===== src/hdl/bba_pkg.sv =====
// shared constants and types of the bitmap block allocator
package bba_pkg;

  // bitmap word geometry
  localparam int unsigned WORD_BITS = 32;
  localparam int unsigned WORD_AW   = 5;

  // width of a run length as carried on the ports
  localparam int unsigned CNT_W     = 7;

  // carried free-run length, saturated above any run length that can be asked for
  localparam int unsigned RUN_W     = 8;
  localparam int unsigned RUN_CAP   = 128;

  // command opcodes
  typedef enum logic [1:0] {
    OP_ALLOC   = 2'd0,
    OP_FREE    = 2'd1,
    OP_RESERVE = 2'd2,
    OP_TEST    = 2'd3
  } op_e;

  // result status codes
  typedef enum logic [1:0] {
    ST_OK       = 2'd0,
    ST_ZERO_CNT = 2'd1,
    ST_NO_FREE  = 2'd2,
    ST_NO_RUN   = 2'd3
  } status_e;

  // what the word search reports for one bitmap word
  typedef struct packed {
    logic               win_hit;   // a whole run fits inside the word
    logic [WORD_AW-1:0] win_pos;   // lowest start of such a run
    logic [WORD_AW:0]   low_free;  // free bits from bit 0 upwards
    logic [WORD_AW:0]   top_free;  // free bits from the top bit downwards
  } srch_t;

endpackage


===== src/hdl/bitmap_block_allocator_top.sv =====
// Bitmap block allocator: one used bit per block in a word memory, first-fit allocation.
// After reset the block runs a fill pass over every bitmap word (busy high) that marks
// every block used; the free count starts at zero. Each command is taken when start is
// high and busy is low, and gives exactly one result, shown for one cycle with done_o;
// the receiver cannot stall, so results must be taken in that cycle. Work goes through
// the single word memory (one read per cycle, read data registered). A command refused
// by its checks, or with nothing to do, gives its result without a memory access; test
// reads the word and then checks the bit; free and reserve read and write back each
// bitmap word touched, with a further step when the run reaches past the last bitmap word;
// an allocation reads the words from word 0 upwards until a run is found and then marks
// it, and a search that finds no run reads every word. busy drops in the cycle done_o is
// high, so the next command can be taken at the edge that ends it. The managed limit may be
// written only while busy is low and no result is pending.
module bitmap_block_allocator_top #(
  parameter int unsigned NBLOCKS = 1024,
  parameter int unsigned MAX_RUN = 64
) (
  input  logic                         clk_i,
  input  logic                         rst_ni,
  input  logic                         start,
  output logic                         busy,
  input  logic [1:0]                   opcode_i,
  input  logic [9:0]                   start_block_i,
  input  logic [bba_pkg::CNT_W-1:0]    block_count_i,
  input  logic                         blk_limit_we_i,
  input  logic [10:0]                  blk_limit_i,
  output logic                         done_o,
  output logic [1:0]                   status_o,
  output logic [9:0]                   found_block_o,
  output logic                         block_used_o,
  output logic [10:0]                  free_count_o
);

  localparam int unsigned WB        = bba_pkg::WORD_BITS;
  localparam int unsigned WA        = bba_pkg::WORD_AW;
  localparam int unsigned NUM_WORDS = (NBLOCKS + WB - 1) / WB;
  localparam int unsigned AW        = (NUM_WORDS > 1) ? $clog2(NUM_WORDS) : 1;
  localparam int unsigned CW        = $clog2(NBLOCKS + 1);
  localparam int unsigned PW        = (($clog2(NBLOCKS) > 10) ? $clog2(NBLOCKS) : 10) + 1;
  localparam int unsigned LW        = (CW > 11) ? CW : 11;
  localparam int unsigned XW        = (CW > bba_pkg::CNT_W) ? CW : bba_pkg::CNT_W;
  localparam int unsigned TAIL      = NBLOCKS % WB;
  localparam logic [WB-1:0] TAIL_MASK = (TAIL == 0) ? '1 : WB'((33'd1 << TAIL) - 33'd1);

  typedef enum logic [2:0] {
    S_FILL,
    S_IDLE,
    S_SCAN,
    S_MARK_RD,
    S_MARK_WR,
    S_TEST_RD,
    S_TEST_CHK
  } state_e;

  state_e                   state_q;
  bba_pkg::op_e             op_q;
  bba_pkg::status_e         status_q;
  logic [AW-1:0]            fill_q;
  logic                     done_q;
  logic [CW-1:0]            free_q;
  logic [10:0]              total_q;
  logic [9:0]               found_q;
  logic                     used_q;
  logic [bba_pkg::CNT_W-1:0] cnt_q;
  logic [bba_pkg::CNT_W-1:0] rem_q;
  logic [PW-1:0]            pos_q;
  logic                     set_q;
  logic [AW:0]              rd_word_q;
  logic [AW-1:0]            dat_word_q;
  logic                     dv_q;
  logic [bba_pkg::RUN_W-1:0] run_len_q;
  logic [PW-1:0]            run_start_q;

  // memory port signals
  logic                     mem_we;
  logic [AW-1:0]            mem_waddr;
  logic [WB-1:0]            mem_wdata;
  logic [AW-1:0]            mem_raddr;
  logic [WB-1:0]            mem_rdata;

  // command decode
  logic                     cmd_zero;
  logic                     cmd_no_free;
  logic                     cmd_too_long;
  logic [bba_pkg::CNT_W-1:0] cmd_clip;
  logic                     cmd_past_end;

  // scan datapath
  logic [LW-1:0]            lim;
  logic [LW-WA-1:0]         lim_word;
  logic [PW-1:0]            scan_base;
  logic [WB-1:0]            valid_mask;
  logic [WB-1:0]            free_vec;
  bba_pkg::srch_t           srch;
  logic                     carry_hit;
  logic                     scan_hit;
  logic [PW-1:0]            found_pos;
  logic                     all_free;
  logic [bba_pkg::RUN_W-1:0] run_sum;
  logic [bba_pkg::RUN_W-1:0] run_len_next;
  logic [PW-1:0]            run_start_next;

  // mark datapath
  logic [PW-WA-1:0]         mark_wide;
  logic                     mark_in;
  logic [AW-1:0]            mark_addr;
  logic [WA-1:0]            mark_off;
  logic [WA:0]              mark_avail;
  logic [WA:0]              mark_take;
  logic [63:0]              run_span;
  logic [WB-1:0]            wr_mask;
  logic [WB-1:0]            new_word;
  logic [WA:0]              flip_cnt;
  logic [CW-1:0]            free_next;
  logic [bba_pkg::CNT_W-1:0] rem_next;

  // command checks on the port values
  always_comb begin
    cmd_zero     = (block_count_i == '0);
    cmd_no_free  = (XW'(block_count_i) > XW'(free_q));
    cmd_too_long = (11'(block_count_i) > 11'(MAX_RUN));
    cmd_clip     = cmd_too_long ? bba_pkg::CNT_W'(MAX_RUN) : block_count_i;
    cmd_past_end = (32'(start_block_i) >= 32'(NBLOCKS));
  end

  // managed limit and free bits of the word under scan
  always_comb begin
    lim       = (LW'(total_q) > LW'(NBLOCKS)) ? LW'(NBLOCKS) : LW'(total_q);
    lim_word  = lim[LW-1:WA];
    scan_base = PW'({dat_word_q, {WA{1'b0}}});
    if (32'(dat_word_q) < 32'(lim_word)) begin
      valid_mask = '1;
    end else if (32'(dat_word_q) == 32'(lim_word)) begin
      valid_mask = WB'((33'd1 << lim[WA-1:0]) - 33'd1);
    end else begin
      valid_mask = '0;
    end
    free_vec = ~mem_rdata & valid_mask;
  end

  bba_word_search u_search (
    .free_vec_i (free_vec),
    .run_cnt_i  (cnt_q),
    .res_o      (srch)
  );

  // run carried over from earlier words, and the run leaving this word
  always_comb begin
    carry_hit = (run_len_q != '0) &&
                ((9'(run_len_q) + 9'(srch.low_free)) >= 9'(cnt_q));
    scan_hit  = carry_hit || srch.win_hit;
    found_pos = carry_hit ? run_start_q : (scan_base + PW'(srch.win_pos));
    all_free  = srch.low_free[WA];
    run_sum   = run_len_q + bba_pkg::RUN_W'(WB);
    if (all_free) begin
      run_len_next   = (run_sum > bba_pkg::RUN_W'(bba_pkg::RUN_CAP)) ?
                       bba_pkg::RUN_W'(bba_pkg::RUN_CAP) : run_sum;
      run_start_next = (run_len_q == '0) ? scan_base : run_start_q;
    end else begin
      run_len_next   = bba_pkg::RUN_W'(srch.top_free);
      run_start_next = scan_base + PW'(WB) - PW'(srch.top_free);
    end
  end

  // read-modify-write of one word of a run
  always_comb begin
    mark_wide  = pos_q[PW-1:WA];
    mark_in    = (32'(mark_wide) < 32'(NUM_WORDS));
    mark_addr  = AW'(mark_wide);
    mark_off   = pos_q[WA-1:0];
    mark_avail = (WA + 1)'(WB) - (WA + 1)'(mark_off);
    mark_take  = (rem_q < bba_pkg::CNT_W'(mark_avail)) ? (WA + 1)'(rem_q) : mark_avail;
    run_span   = ((64'd1 << mark_take) - 64'd1) << mark_off;
    wr_mask    = run_span[WB-1:0];
    if (32'(mark_addr) == 32'(NUM_WORDS - 1)) begin
      wr_mask = wr_mask & TAIL_MASK;
    end
    new_word   = set_q ? (mem_rdata | wr_mask) : (mem_rdata & ~wr_mask);
    flip_cnt   = (WA + 1)'($countones(new_word ^ mem_rdata));
    free_next  = set_q ? (free_q - CW'(flip_cnt)) : (free_q + CW'(flip_cnt));
    rem_next   = rem_q - bba_pkg::CNT_W'(mark_take);
  end

  // memory port steering; read data is never used from a cycle in which its word is written
  always_comb begin
    mem_we    = (state_q == S_FILL) || (state_q == S_MARK_WR);
    mem_waddr = (state_q == S_FILL) ? fill_q : mark_addr;
    mem_wdata = (state_q == S_FILL) ? '1 : new_word;
    mem_raddr = (state_q == S_SCAN) ? rd_word_q[AW-1:0] : mark_addr;
  end

  bba_mem #(
    .DEPTH (NUM_WORDS),
    .AW    (AW)
  ) u_mem (
    .clk_i   (clk_i),
    .we_i    (mem_we),
    .waddr_i (mem_waddr),
    .wdata_i (mem_wdata),
    .raddr_i (mem_raddr),
    .rdata_o (mem_rdata)
  );

  // sequencer and result registers
  always_ff @(posedge clk_i or negedge rst_ni) begin
    if (!rst_ni) begin
      state_q     <= S_FILL;
      op_q        <= bba_pkg::OP_ALLOC;
      status_q    <= bba_pkg::ST_OK;
      fill_q      <= '0;
      done_q      <= 1'b0;
      free_q      <= '0;
      total_q     <= 11'd1024;
      found_q     <= '0;
      used_q      <= 1'b0;
      cnt_q       <= '0;
      rem_q       <= '0;
      pos_q       <= '0;
      set_q       <= 1'b0;
      rd_word_q   <= '0;
      dat_word_q  <= '0;
      dv_q        <= 1'b0;
      run_len_q   <= '0;
      run_start_q <= '0;
    end else begin
      done_q <= 1'b0;
      if (blk_limit_we_i) begin
        total_q <= blk_limit_i;
      end
      unique case (state_q)
        S_FILL: begin
          fill_q <= fill_q + AW'(1);
          if (fill_q == AW'(NUM_WORDS - 1)) begin
            state_q <= S_IDLE;
          end
        end
        S_IDLE: begin
          if (start) begin
            op_q     <= bba_pkg::op_e'(opcode_i);
            status_q <= bba_pkg::ST_OK;
            found_q  <= '0;
            used_q   <= 1'b0;
            pos_q    <= PW'(start_block_i);
            unique case (bba_pkg::op_e'(opcode_i))
              bba_pkg::OP_ALLOC: begin
                priority if (cmd_zero) begin
                  status_q <= bba_pkg::ST_ZERO_CNT;
                  done_q   <= 1'b1;
                end else if (cmd_no_free) begin
                  status_q <= bba_pkg::ST_NO_FREE;
                  done_q   <= 1'b1;
                end else if (cmd_too_long) begin
                  status_q <= bba_pkg::ST_NO_RUN;
                  done_q   <= 1'b1;
                end else begin
                  cnt_q     <= block_count_i;
                  rd_word_q <= '0;
                  dv_q      <= 1'b0;
                  run_len_q <= '0;
                  state_q   <= S_SCAN;
                end
              end
              bba_pkg::OP_FREE, bba_pkg::OP_RESERVE: begin
                rem_q <= cmd_clip;
                set_q <= (bba_pkg::op_e'(opcode_i) == bba_pkg::OP_RESERVE);
                if (cmd_clip == '0) begin
                  done_q <= 1'b1;
                end else begin
                  state_q <= S_MARK_RD;
                end
              end
              bba_pkg::OP_TEST: begin
                if (cmd_past_end) begin
                  used_q <= 1'b1;
                  done_q <= 1'b1;
                end else begin
                  state_q <= S_TEST_RD;
                end
              end
              default: begin
                state_q <= S_IDLE;
              end
            endcase
          end
        end
        S_SCAN: begin
          // one word requested per cycle, its registered read data checked after the read
          if (rd_word_q < (AW + 1)'(NUM_WORDS)) begin
            rd_word_q <= rd_word_q + (AW + 1)'(1);
            dv_q      <= 1'b1;
          end else begin
            dv_q <= 1'b0;
          end
          dat_word_q <= rd_word_q[AW-1:0];
          if (dv_q) begin
            if (scan_hit) begin
              found_q <= found_pos[9:0];
              pos_q   <= found_pos;
              rem_q   <= cnt_q;
              set_q   <= 1'b1;
              dv_q    <= 1'b0;
              state_q <= S_MARK_RD;
            end else if (dat_word_q == AW'(NUM_WORDS - 1)) begin
              status_q <= bba_pkg::ST_NO_RUN;
              done_q   <= 1'b1;
              state_q  <= S_IDLE;
            end else begin
              run_len_q   <= run_len_next;
              run_start_q <= run_start_next;
            end
          end
        end
        S_MARK_RD: begin
          // blocks beyond the bitmap are left alone
          if (mark_in) begin
            state_q <= S_MARK_WR;
          end else begin
            done_q  <= 1'b1;
            state_q <= S_IDLE;
          end
        end
        S_MARK_WR: begin
          free_q <= free_next;
          pos_q  <= pos_q + PW'(mark_take);
          rem_q  <= rem_next;
          if (rem_next == '0) begin
            done_q  <= 1'b1;
            state_q <= S_IDLE;
          end else begin
            state_q <= S_MARK_RD;
          end
        end
        S_TEST_RD: begin
          state_q <= S_TEST_CHK;
        end
        S_TEST_CHK: begin
          used_q  <= mem_rdata[pos_q[WA-1:0]];
          done_q  <= 1'b1;
          state_q <= S_IDLE;
        end
        default: begin
          state_q <= S_IDLE;
        end
      endcase
    end
  end

  // outputs
  assign busy          = (state_q != S_IDLE);
  assign done_o        = done_q;
  assign status_o      = status_q;
  assign found_block_o = found_q;
  assign block_used_o  = used_q;
  assign free_count_o  = 11'(free_q);

  // an accepted command is always followed by work or by its result
  a_accept_progress : assert property (@(posedge clk_i) disable iff (!rst_ni)
    start && !busy |=> busy || done_o)
    else $error("accepted command neither started nor reported");

  // a granted run lies wholly below the managed limit
  a_alloc_in_limit : assert property (@(posedge clk_i) disable iff (!rst_ni)
    done_o && (op_q == bba_pkg::OP_ALLOC) && (status_q == bba_pkg::ST_OK) |->
      (32'(found_q) + 32'(cnt_q) <= 32'(lim)))
    else $error("allocated run crosses the managed limit");

  // the free count never exceeds the number of blocks
  a_free_bound : assert property (@(posedge clk_i) disable iff (!rst_ni)
    done_o |-> (32'(free_q) <= 32'(NBLOCKS)))
    else $error("free count above block total");

  // a write-back step always has blocks left to touch
  a_mark_work : assert property (@(posedge clk_i) disable iff (!rst_ni)
    (state_q == S_MARK_WR) |-> (rem_q != '0) && $past(state_q == S_MARK_RD))
    else $error("write-back step without remaining blocks");

endmodule


===== src/hdl/bba_mem.sv =====
// bitmap word memory, one write port and one registered read port
module bba_mem #(
  parameter int unsigned DEPTH = 32,
  parameter int unsigned AW    = 5
) (
  input  logic                          clk_i,
  input  logic                          we_i,
  input  logic [AW-1:0]                 waddr_i,
  input  logic [bba_pkg::WORD_BITS-1:0] wdata_i,
  input  logic [AW-1:0]                 raddr_i,
  output logic [bba_pkg::WORD_BITS-1:0] rdata_o
);

  logic [bba_pkg::WORD_BITS-1:0] mem_q [DEPTH];
  logic [bba_pkg::WORD_BITS-1:0] rdata_q;

  // write port
  always_ff @(posedge clk_i) begin
    if (we_i) begin
      mem_q[waddr_i] <= wdata_i;
    end
  end

  // read port, registered
  always_ff @(posedge clk_i) begin
    rdata_q <= mem_q[raddr_i];
  end

  assign rdata_o = rdata_q;

endmodule


===== src/hdl/bba_word_search.sv =====
// free-run search inside one bitmap word
module bba_word_search (
  input  logic [bba_pkg::WORD_BITS-1:0] free_vec_i,
  input  logic [bba_pkg::CNT_W-1:0]     run_cnt_i,
  output bba_pkg::srch_t                res_o
);

  localparam int unsigned W = bba_pkg::WORD_BITS;

  logic [W-1:0] len_mask;
  logic [W-1:0] win;
  logic         fits;
  logic         zero_seen;
  logic [bba_pkg::WORD_AW-1:0] hi_zero;
  logic                        hit_any;
  logic [bba_pkg::WORD_AW-1:0] pos_low;
  logic [bba_pkg::WORD_AW:0]   free_low;
  logic [bba_pkg::WORD_AW:0]   free_top;

  // window of run length, anchored at bit 0
  always_comb begin
    fits = (run_cnt_i <= bba_pkg::CNT_W'(W));
    if (run_cnt_i >= bba_pkg::CNT_W'(W)) begin
      len_mask = '1;
    end else begin
      len_mask = W'((33'd1 << run_cnt_i[bba_pkg::WORD_AW-1:0]) - 33'd1);
    end
  end

  // one candidate start per bit, zeros shift in above the top bit
  always_comb begin
    for (int j = 0; j < W; j++) begin
      win[j] = fits && (&((free_vec_i >> j) | ~len_mask));
    end
  end

  // lowest candidate start
  always_comb begin
    hit_any = |win;
    pos_low = '0;
    for (int j = W - 1; j >= 0; j--) begin
      if (win[j]) begin
        pos_low = bba_pkg::WORD_AW'(j);
      end
    end
  end

  // free bits at the bottom of the word
  always_comb begin
    free_low = (bba_pkg::WORD_AW + 1)'(W);
    for (int j = W - 1; j >= 0; j--) begin
      if (!free_vec_i[j]) begin
        free_low = (bba_pkg::WORD_AW + 1)'(j);
      end
    end
  end

  // free bits at the top of the word
  always_comb begin
    zero_seen = 1'b0;
    hi_zero   = '0;
    for (int j = 0; j < W; j++) begin
      if (!free_vec_i[j]) begin
        zero_seen = 1'b1;
        hi_zero   = bba_pkg::WORD_AW'(j);
      end
    end
    if (zero_seen) begin
      free_top = (bba_pkg::WORD_AW + 1)'(W - 1) - {1'b0, hi_zero};
    end else begin
      free_top = (bba_pkg::WORD_AW + 1)'(W);
    end
  end

  assign res_o = '{win_hit: hit_any, win_pos: pos_low, low_free: free_low, top_free: free_top};

endmodule

===== config.mk =====
export PLATFORM = sky130hd
export DESIGN_NAME = bitmap_block_allocator_top
export DESIGN_NICKNAME = d
export VERILOG_FILES = /design/src/hdl/bba_pkg.sv /design/src/hdl/bitmap_block_allocator_top.sv /design/src/hdl/bba_mem.sv /design/src/hdl/bba_word_search.sv
export SDC_FILE = /design/constraint.sdc
export NUM_CORES = 2
export LEC_CHECK = 0
export BUFFER_PORTS_ARGS = -buffer_cell sky130_fd_sc_hd__buf_2
export CAP_MARGIN = 20
export CORE_MARGIN = 2
export CORE_UTILIZATION = 31
export DETAILED_ROUTE_END_ITERATION = 10
export PLACE_DENSITY = 0.47
export SLEW_MARGIN = 20
export SYNTH_ARGS = -nofsm -noshare
export SYNTH_HDL_FRONTEND = slang
export SYNTH_SLANG_ARGS = --single-unit

===== constraint.sdc =====
create_clock -name clk_i -period 27.7 [get_ports clk_i]
set_clock_uncertainty 0.2 [all_clocks]
set_input_delay 8.31 -clock clk_i [delete_from_list [all_inputs] [get_ports clk_i]]
set_output_delay 8.31 -clock clk_i [all_outputs]
set_load 0.03 [all_outputs]

==> metrics.cfg <==
[status]
status = finished clean

[placement]
hpwlAfterDp_mm = 143
gp_congestion = 0.984
numPortBuffers = 59
placement.cell_area_mm2 = 0.0643
dpl_worst_slack_ps = 12280

[worst_setup_path]
reg2reg_from = pos_q[1]
required_ps = 28130
startpoint_type = register
cpMaxStageDelayCell = mux2i_1
cp_max_fo = 44
cpMostUsedCell = fa_1
slowest_delay_ps = 970
crit_buf_inv = 8
r2r_setup_slack_ps = 12290
end_kind = register
reg2reg_to = free_count_o[10]
worstPathArrival_ps = 15840
criticalPathCategory = register to register
cp_top_family = adder cells
r2r_cells = 49

[global_route]
grt_pass1_vias = 45800
grt_pass1_wl_mm = 343
grt_max_degree = 195
grt_overflow_total = 0
grt_usage_pct = 23.5
antenna_found_initial = 5

[floorplan]
die_w_um = 446
dieHeight_um = 446
boundaryPins = 60
dieArea_mm2 = 0.199
row_count = 162
core_mm2 = 0.194
initial_utilization_pct = 31.1

[clock_tree]
cts_tree = done
clk_pin_slew_ps = 60
cts_made_buffers = 137
cts_resized = 0
cts-root-buf = clkbuf_16
cts.sinks = 1157
ctsHoldBuffers = 0
cts_setup_buffers = 0
clock_latency_ps = 770
clockBufferDepth = 3
htree_levels = 4

[yosys]
synth-seq-cells = 1157
synth_edf_count = 1024
syn_nets = 5658
synth_area_mm2 = 0.0605
synth-seq-area-share_pct = 56.0
synth_cell_types = 114
ys_warn_count = 0
synth-async-reset-ratio_pct = 8.73
syn_inst = 5516
avgSynthCellArea_um2 = 11.0
ys.flop_type = edfxtp_1

[timing]
max_freq_ghz = 0.0649
setup-tns-final_ps = 0
slew_headroom_pct = 13.9
final.setup.worst_slack_ps = 12290
worstMarginPinSlew_ps = 1290
setup_viol = 0
timing.final.crit_share_pct = 55.6
slew_viol_final = 0
min_period_ps = 15410
hold_viol = 0
rsz0062_at_grt = false

[drt]
wire_per_inst_um = 29.8
ant_nets = 0
first_pass_iters = 7
via_count = 48200
drt_wl_total_mm = 241
route.detailed.drc = 0
drt_iter0_drc = 5271
via_per_inst = 5.95

[run]
cap_violations = 0

[final_layout]
layout-drive-gt1-share_pct = 12.1
nets = 5593
syn_to_final_growth_pct = 13.5
mostFrequentLayoutCells = edfxtp_1, nand2_1, a211oi_1
fin_area_mm2 = 0.0687
final_common_cell = edfxtp_1

[worst_hold_path]
min_from = run_start_q[6]
hold_depth = 2
hold_end = run_start_q[6]
hp-class = register to register

[kinds of logic (layout without fill, tap and decap cells)]
logic type / count (synthesis) / count (layout) / synth area share, %
XOR/XNOR: 85 / 85 / 1.23
adder cells (fa/ha/maj): 108 / 108 / 2.58
flip-flops: 1157 / 1157 / 56.0
other: 0 / 2 / 0
AND/OR/NAND/NOR: 1781 / 1781 / 14.1
AO/OA/AOI/OAI: 1689 / 1689 / 19.8
buffers and inverters: 568 / 614 / 3.67
multiplexers: 128 / 128 / 2.54
[worst reg2reg max path, delay by kind of cell (launching register included)]
family	cells	cell delay (ps)
compound gates	13	2920
mux	4	1710
flops	1	320
buf+inv	8	2250
xor+xnor	3	940
simple gates	9	1710
fa+ha+maj	12	5240
[Yosys cell counts, types with 31 or more instances]
| cell type | n | area [um^2] |
|---|---|---|
| nand3_1 | 95 | 475 |
| nor2_1 | 282 | 1060 |
| a21o_1 | 68 | 510 |
| nor3_1 | 95 | 475 |
| o211ai_1 | 40 | 300 |
| clkbuf_1 | 412 | 1550 |
| dfxtp_1 | 32 | 641 |
| nor4_1 | 40 | 250 |
| mux2i_1 | 62 | 621 |
| inv_1 | 95 | 357 |
| o21ai_0 | 188 | 941 |
| o2111ai_1 | 40 | 350 |
| buf_2 | 33 | 165 |
| mux2_2 | 48 | 541 |
| xnor2_1 | 57 | 499 |
| ha_1 | 80 | 1000 |
| nand2_1 | 769 | 2890 |
| a31oi_1 | 148 | 926 |
| o22ai_1 | 77 | 482 |
| o221ai_1 | 31 | 272 |
| dfrtp_1 | 100 | 2500 |
| and3_1 | 276 | 1730 |
| a22oi_1 | 51 | 383 |
| a311oi_1 | 133 | 1160 |
| a21oi_1 | 232 | 1160 |
| edfxtp_1 | 1024 | 30700 |
| a211oi_1 | 382 | 2870 |
[how the worst max path moves through the flow]
stage,start,end,cells after the start
2_1_floorplan,pos_q[0],free_count_o[10],53
3_3_place_gp,pos_q[1],free_count_o[10],49
4_1_cts,pos_q[1],free_count_o[10],49
5_1_grt,pos_q[1],free_count_o[10],49
3_5_place_dp,pos_q[1],free_count_o[10],49
6_report,pos_q[1],free_count_o[10],49
[sequential cells by signal, summed over array words and instances (netlist names)]
name	count
run_start_q	11
run_len_q	8
free_count_o	11
u_mem.rdata_o	32
rd_word_q	6
fill_q	5
done_o	1
status_o	2
block_used_o	1
set_q	1
state_q	3
dat_word_q	5
found_block_o	10
u_mem.mem_q	1024
dv_q	1
rem_q	7
cnt_q	7
pos_q	11
total_q	11
[stage by stage]
| stage | hold slack (ps) | cells | utilization, % |
|---|---|---|---|
| 6_report | 287 | 8106 | 35.4 |
| 5_1_grt | 310 | 8104 | 35.3 |
| 4_1_cts | 294 | 8102 | 35.3 |
| 3_5_place_dp | 277 | 7852 | 33.1 |
| 3_3_place_gp | 269 | 7850 | 33.1 |
| 2_1_floorplan | 248 | 5516 | - |
[metal layers]
metal,track usage [%],share of wire [%]
met5,0,0.012
met4,8.51,3.9
met3,3.97,6.6
met2,36.4,45
met1,33.0,45
[final cells by class]
class | instances | area (um^2)
Tap cell | 2542 | 3180
Clock inverter | 59 | 584
Multi-Input combinational cell | 3791 | 24900
Antenna cell | 2 | 5.00
Clock buffer | 191 | 3780
Timing Repair Buffer | 266 | 1970
Sequential cell | 1157 | 33900
Fill cell | 19200 | 126000
Inverter | 98 | 368
Power is left out: the tool's default activity adds up to more than one toggle a clock period on the data nets, which glitch-free logic cannot reach.
